$ cat config.mk
export PLATFORM = sky130hd
export DESIGN_NAME = lbcs_step
export DESIGN_NICKNAME = d
export VERILOG_FILES = /design/src/lbcs_pkg.sv /design/src/lbcs_step.sv
export SDC_FILE = /design/constraint.sdc
export NUM_CORES = 1
export LEC_CHECK = 0
export BUFFER_PORTS_ARGS = -buffer_cell sky130_fd_sc_hd__buf_2
export CAP_MARGIN = 20
export CORE_ASPECT_RATIO = 0.75
export CORE_MARGIN = 3
export CORE_UTILIZATION = 46
export DETAILED_ROUTE_END_ITERATION = 8
export GPL_TIMING_DRIVEN = 0
export PLACE_DENSITY_LB_ADDON = 0.1
export SLEW_MARGIN = 10
export SYNTH_ARGS = -nofsm -noshare
export SYNTH_HDL_FRONTEND = slang
export SYNTH_SLANG_ARGS = --single-unit
export TNS_END_PERCENT = 30
$ cat constraint.sdc
create_clock -name vclk -period 7.1
set_input_delay 0.71 -clock vclk [all_inputs]
set_output_delay 0.71 -clock vclk [all_outputs]
set_load 0.02 [all_outputs]
$ cat src/lbcs_pkg.sv
// ----------------------------------------------------------------------------
// lbcs_pkg
// Shared widths, register indexes, reset values and types for the LED
// blink-code sequencer.
// ----------------------------------------------------------------------------
`default_nettype none

package lbcs_pkg;

	localparam int COUNT_BITS   = 4;
	localparam int TIME_BITS    = 32;
	localparam int DUR_BITS     = 16;
	localparam int CFG_IDX_BITS = 2;

	localparam logic [DUR_BITS-1:0] DEFAULT_ON_MS    = DUR_BITS'(150);
	localparam logic [DUR_BITS-1:0] DEFAULT_OFF_MS   = DUR_BITS'(150);
	localparam logic [DUR_BITS-1:0] DEFAULT_PAUSE_MS = DUR_BITS'(5000);

	typedef enum logic [CFG_IDX_BITS-1:0] {
		REG_ON_TIME    = 2'd0,
		REG_OFF_TIME   = 2'd1,
		REG_PAUSE_TIME = 2'd2
	} cfg_reg_t;

	typedef struct packed {
		logic [TIME_BITS-1:0]  now_ms;
		logic                  bypass;
		logic                  restart;
		logic [COUNT_BITS-1:0] blink_count;
	} item_t;

	typedef struct packed {
		logic led;
		logic active;
	} result_t;

	typedef struct packed {
		logic [DUR_BITS-1:0] on_time_ms;
		logic [DUR_BITS-1:0] off_time_ms;
		logic [DUR_BITS-1:0] pause_time_ms;
	} cfg_t;

	typedef struct packed {
		logic                  running;
		logic                  lit;
		logic [COUNT_BITS-1:0] blinks_done;
		logic [TIME_BITS-1:0]  last_change_ms;
		logic [COUNT_BITS-1:0] latched_count;
	} seq_state_t;

endpackage

`default_nettype wire

$ cat src/lbcs_step.sv
// ----------------------------------------------------------------------------
// lbcs_step
// Next-state logic of the blink sequence for one item.
// ----------------------------------------------------------------------------
`default_nettype none

module lbcs_step import lbcs_pkg::*; (
	input  wire seq_state_t cur,
	input  wire item_t      item,
	input  wire cfg_t       cfg,
	output seq_state_t      nxt,
	output result_t         res
);

	logic [TIME_BITS-1:0] elapsed;

	always_comb begin
		nxt = cur;
		// restart stamps a fresh sequence, then the ordinary update runs
		if (item.restart) begin
			nxt.running        = 1'b1;
			nxt.lit            = 1'b0;
			nxt.blinks_done    = '0;
			nxt.last_change_ms = item.now_ms;
			nxt.latched_count  = item.blink_count;
		end
		elapsed = item.now_ms - nxt.last_change_ms;

		if (item.bypass) begin
			nxt.running = 1'b0;
			nxt.lit     = 1'b0;
		end else if (!nxt.running) begin
			nxt.running        = 1'b1;
			nxt.lit            = 1'b0;
			nxt.blinks_done    = '0;
			nxt.last_change_ms = item.now_ms;
			nxt.latched_count  = item.blink_count;
		end else if (nxt.lit) begin
			if (elapsed >= TIME_BITS'(cfg.on_time_ms)) begin
				nxt.lit            = 1'b0;
				nxt.last_change_ms = item.now_ms;
				nxt.blinks_done    = nxt.blinks_done + COUNT_BITS'(1);
			end
		end else if (nxt.blinks_done >= nxt.latched_count) begin
			if (elapsed >= TIME_BITS'(cfg.pause_time_ms)) begin
				nxt.blinks_done    = '0;
				nxt.last_change_ms = item.now_ms;
			end
		end else if (elapsed >= TIME_BITS'(cfg.off_time_ms)) begin
			nxt.lit            = 1'b1;
			nxt.last_change_ms = item.now_ms;
		end

		res.led    = nxt.lit;
		res.active = nxt.running;
	end

endmodule

`default_nettype wire

# --- After elaboration in Yosys (flattened, before gate mapping) ---
# Cells that the tools add are included.
word_totals:
  register_bits: 0
op_classes:
  addsub: 2
  order_cmp: 4
  muxes: 13
op_table:
  columns: ["operator", "n"]
  rows:
  - ["2-to-1 mux 37 bit", 3]
  - [">= comparator 32 x 16 -> 1 bit", 3]
  - ["2-to-1 mux 32 bit", 2]
  - ["2-to-1 mux 42 bit", 1]
  - ["2-to-1 mux 40 bit", 1]
  - ["2-to-1 mux 36 bit", 1]
  - ["subtractor 32 bit", 1]
  - ["2-to-1 mux 4 bit", 2]
  - ["adder 4 x 1 -> 4 bit, second input constant", 1]
  - [">= comparator 4 bit", 1]
  - ["2-to-1 mux 1 bit", 2]
  - ["2-to-1 mux 2 bit", 1]

# --- Logic depth before layout (Yosys ltp) ---
depth:
  ltp_word: 8
  ltp_mapped: 23

# --- Worst setup path before layout ---
# OpenSTA, ideal clock, no wires.
synth_timing:
  path_kind: "input-to-output"
  start: "in item[4] (netlist name)"
  end: "out nxt[10] (netlist name)"
  arrival_ns: 5.684
  t_required_ns: 6.390
  path_slack_ns: 0.706
  cell_stages: 22
  n_path_buf: 4
  path_cell_list: "buf_2 buf_1 clkbuf_1 mux2i_1 ha_1 and2_1 a221o_1 o2111a_1 nor2_1 o21ai_0 xor2_1 ha_1 a2111o_1 a211oi_1 o221a_2 a21oi_1 mux2i_1 a21o_1 nand3_4 a21oi_4 buf_12 mux2_4"
synth_rtl:
  columns: ["item", "line", "source"]
  rows:
  - ["start: declaration", "lbcs_step.sv:9", "input wire item_t item,"]
  - ["end: declaration", "lbcs_step.sv:11", "output seq_state_t nxt,"]

==> metrics <==
status=finished clean; Worst Tran Pin Value=0.8429 ns; Synth top cells by count=ha_1 (86), inv_1 (61), a21oi_1 (49), nand2_1 (39), mux2i_1 (36); largest cells by area after synthesis=ha_1 (23%), mux2_4 (9.8%), mux2i_1 (7.8%), a21oi_1 (5.3%), inv_1 (5.0%); Max-Cap Viols=0; starting density of the core=49.00%; Worst Hold Class=in -> out; synth warn=0; final setup fails=0; layout cell share with drive strength beyond 1=31.14%; RSZ-0062 raised after global routing=no; Final ANT Viol Nets=0; Final min period=6.688 ns; largest net degree at the start of global routing=11; power per cell area=111.4 nW/µm²; WL/cell=16.10 µm; die footprint=11240 µm²; # hold bufs at CTS=0; Setup CP Type=in -> out; area delta synth->final=22.83%; Vias/cell=5.727; crit path max fanout=10; final RePlAce weighted congestion=0.9382; first-pass GRT wire length=22800 µm; post-synth cell types=72; Worst EP required=6.39 ns; worst setup path endpoint=nxt[11]; Synth area leader=ha_1; hold_ws=1.778 ns; Finished Core Util=60.19%; Top Ports=172; vias in the first global route=4763; P_leak=3.054 nW; critical path arrival=5.98 ns; hpwl dp=12560 µm; storage element area=0 µm²; final setup TNS=0 ns; Tcrit/Tclk final=94.19%; worst slack, placed=-0.6634 ns; sequential cell count=0; final critical-path setup slack=0.4125 ns; gr usage total=23.89%; synthesized area=4598 µm²; worst vdd ir=0.06025 mV; max-slew violations=0; Core Box Area=9384 µm²; initial antenna violation count=0; grt ovf=0; final wirelength=14520 µm; register area share after synthesis=0%; post-synth top area share=23.40%; Final Hold Violating Endpoints=0; Post-Syn Area per Cell=7.638 µm²; IO buf count=171; 1st-iter DRT viols=404; hold path startpoint=cur[26]; DRC errors left=0; Antenna diodes=0; Die X=121.4 µm; area of the multi-input gates=4212 µm²; FP Rows=30; CP Launch Type=input pin; vias=5166; Syn Nets=817; Max-slew headroom=42.35%; Layout fillers=885; nets@finish=991; Setup crit start=item[4]; Pre-antenna DRT Iters=5; Highest Clock Rate=0.1495 GHz; clkbuf count=0; cell count after synthesis=602; Die Ht=92.59 µm; Setup crit end kind=output pin; top-count cell post-synth=ha_1
per-layer routing:
layer | up-vias | share of wire [%] | GRT usage, %
li1 | 2604 | - | -
met1 | 2356 | 50 | 36.57
met2 | 204 | 44 | 38.99
met3 | 2 | 6.6 | 0.4274
met4 | 0 | 0.12 | 1.213
met5 | - | 0 | 0
worst min-delay path by stage:
stage / slack, ns / cells past startpoint / end
6_report: 1.78 / 3 / nxt[26]
5_1_grt: 1.79 / 3 / nxt[34]
4_1_cts: 1.78 / 3 / nxt[27]
3_3_place_gp: 1.78 / 3 / nxt[27]
3_5_place_dp: 1.78 / 3 / nxt[19]
2_1_floorplan: 1.54 / 1 / nxt[41]
final cells by class:
class,instances,area share (%)
multi-input cells,514,74.57
repair buffers,172,15.51
inverters,61,4.054
plain buffers,27,3.035
well taps,128,2.836
critical path, stage by stage:
cell and delay [ns]:
buf_2 0.21, clkbuf_4 0.30, mux2_2 0.37, ha_1 0.22
fa_1 0.46, nand2b_1 0.21, a21o_1 0.21, a211o_1 0.30
nand3_1 0.15, xor2_1 0.35, ha_1 0.32, a2111o_1 0.39
a211oi_1 0.17, o221a_2 0.20, a21oi_1 0.07, mux2i_1 0.16
a21o_1 0.17, nand3_4 0.08, a21oi_4 0.14, buf_12 0.16
buf_12 0.15, mux2_4 0.30, buf_2 0.16
report_power, final:
part | switching [mW] | total [mW] | internal, mW
combinational | 0.361 | 0.629 | 0.268
clock | 0 | 0 | 0
sequential | 0 | 0 | 0
total | 0.361 | 0.629 | 0.268
what timing repair did:
item | in CTS | in global routing
resized for setup | 4 | 3
buffers inserted | 0 | 1
setup endpoints to repair | 34 | 32
pin swaps | 0 | 1
kinds of logic after synthesis:
family / synth area share [%]
AND/OR/NAND/NOR: 18.20
AO/OA/AOI/OAI: 26.37
multiplexers: 19.84
XOR/XNOR: 3.238
adder cells (fa/ha/maj): 23.84
buffers and inverters: 8.517
layout by cell type, fill, tap and decap left out, drive strengths merged, types with 7 or more instances in the layout:
| master | n |
|---|---|
| and3 | 7 |
| nor3 | 11 |
| a211o | 8 |
| nand3 | 12 |
| nand2 | 39 |
| o21a | 9 |
| nand4 | 18 |
| xnor2 | 8 |
| a31oi | 8 |
| nor2b | 9 |
| a21oi | 50 |
| mux2 | 39 |
| buf | 182 |
| mux2i | 36 |
| clkbuf | 17 |
| xor2 | 9 |
| nand2b | 9 |
| ha | 86 |
| a21o | 22 |
| o21ai | 24 |
| o211ai | 11 |
| nor2 | 33 |
| inv | 61 |
through the flow:
step	cell area (µm²)	std cells	power [mW]
finish	5648	902	0.6293
global placement	5614	901	0.5967
global route	5648	902	0.7014
floorplan	4598	602	0.4399
detailed placement	5614	901	0.6180
CTS	5620	901	0.6225
No activity file was read; power rests on OpenSTA's default activity.
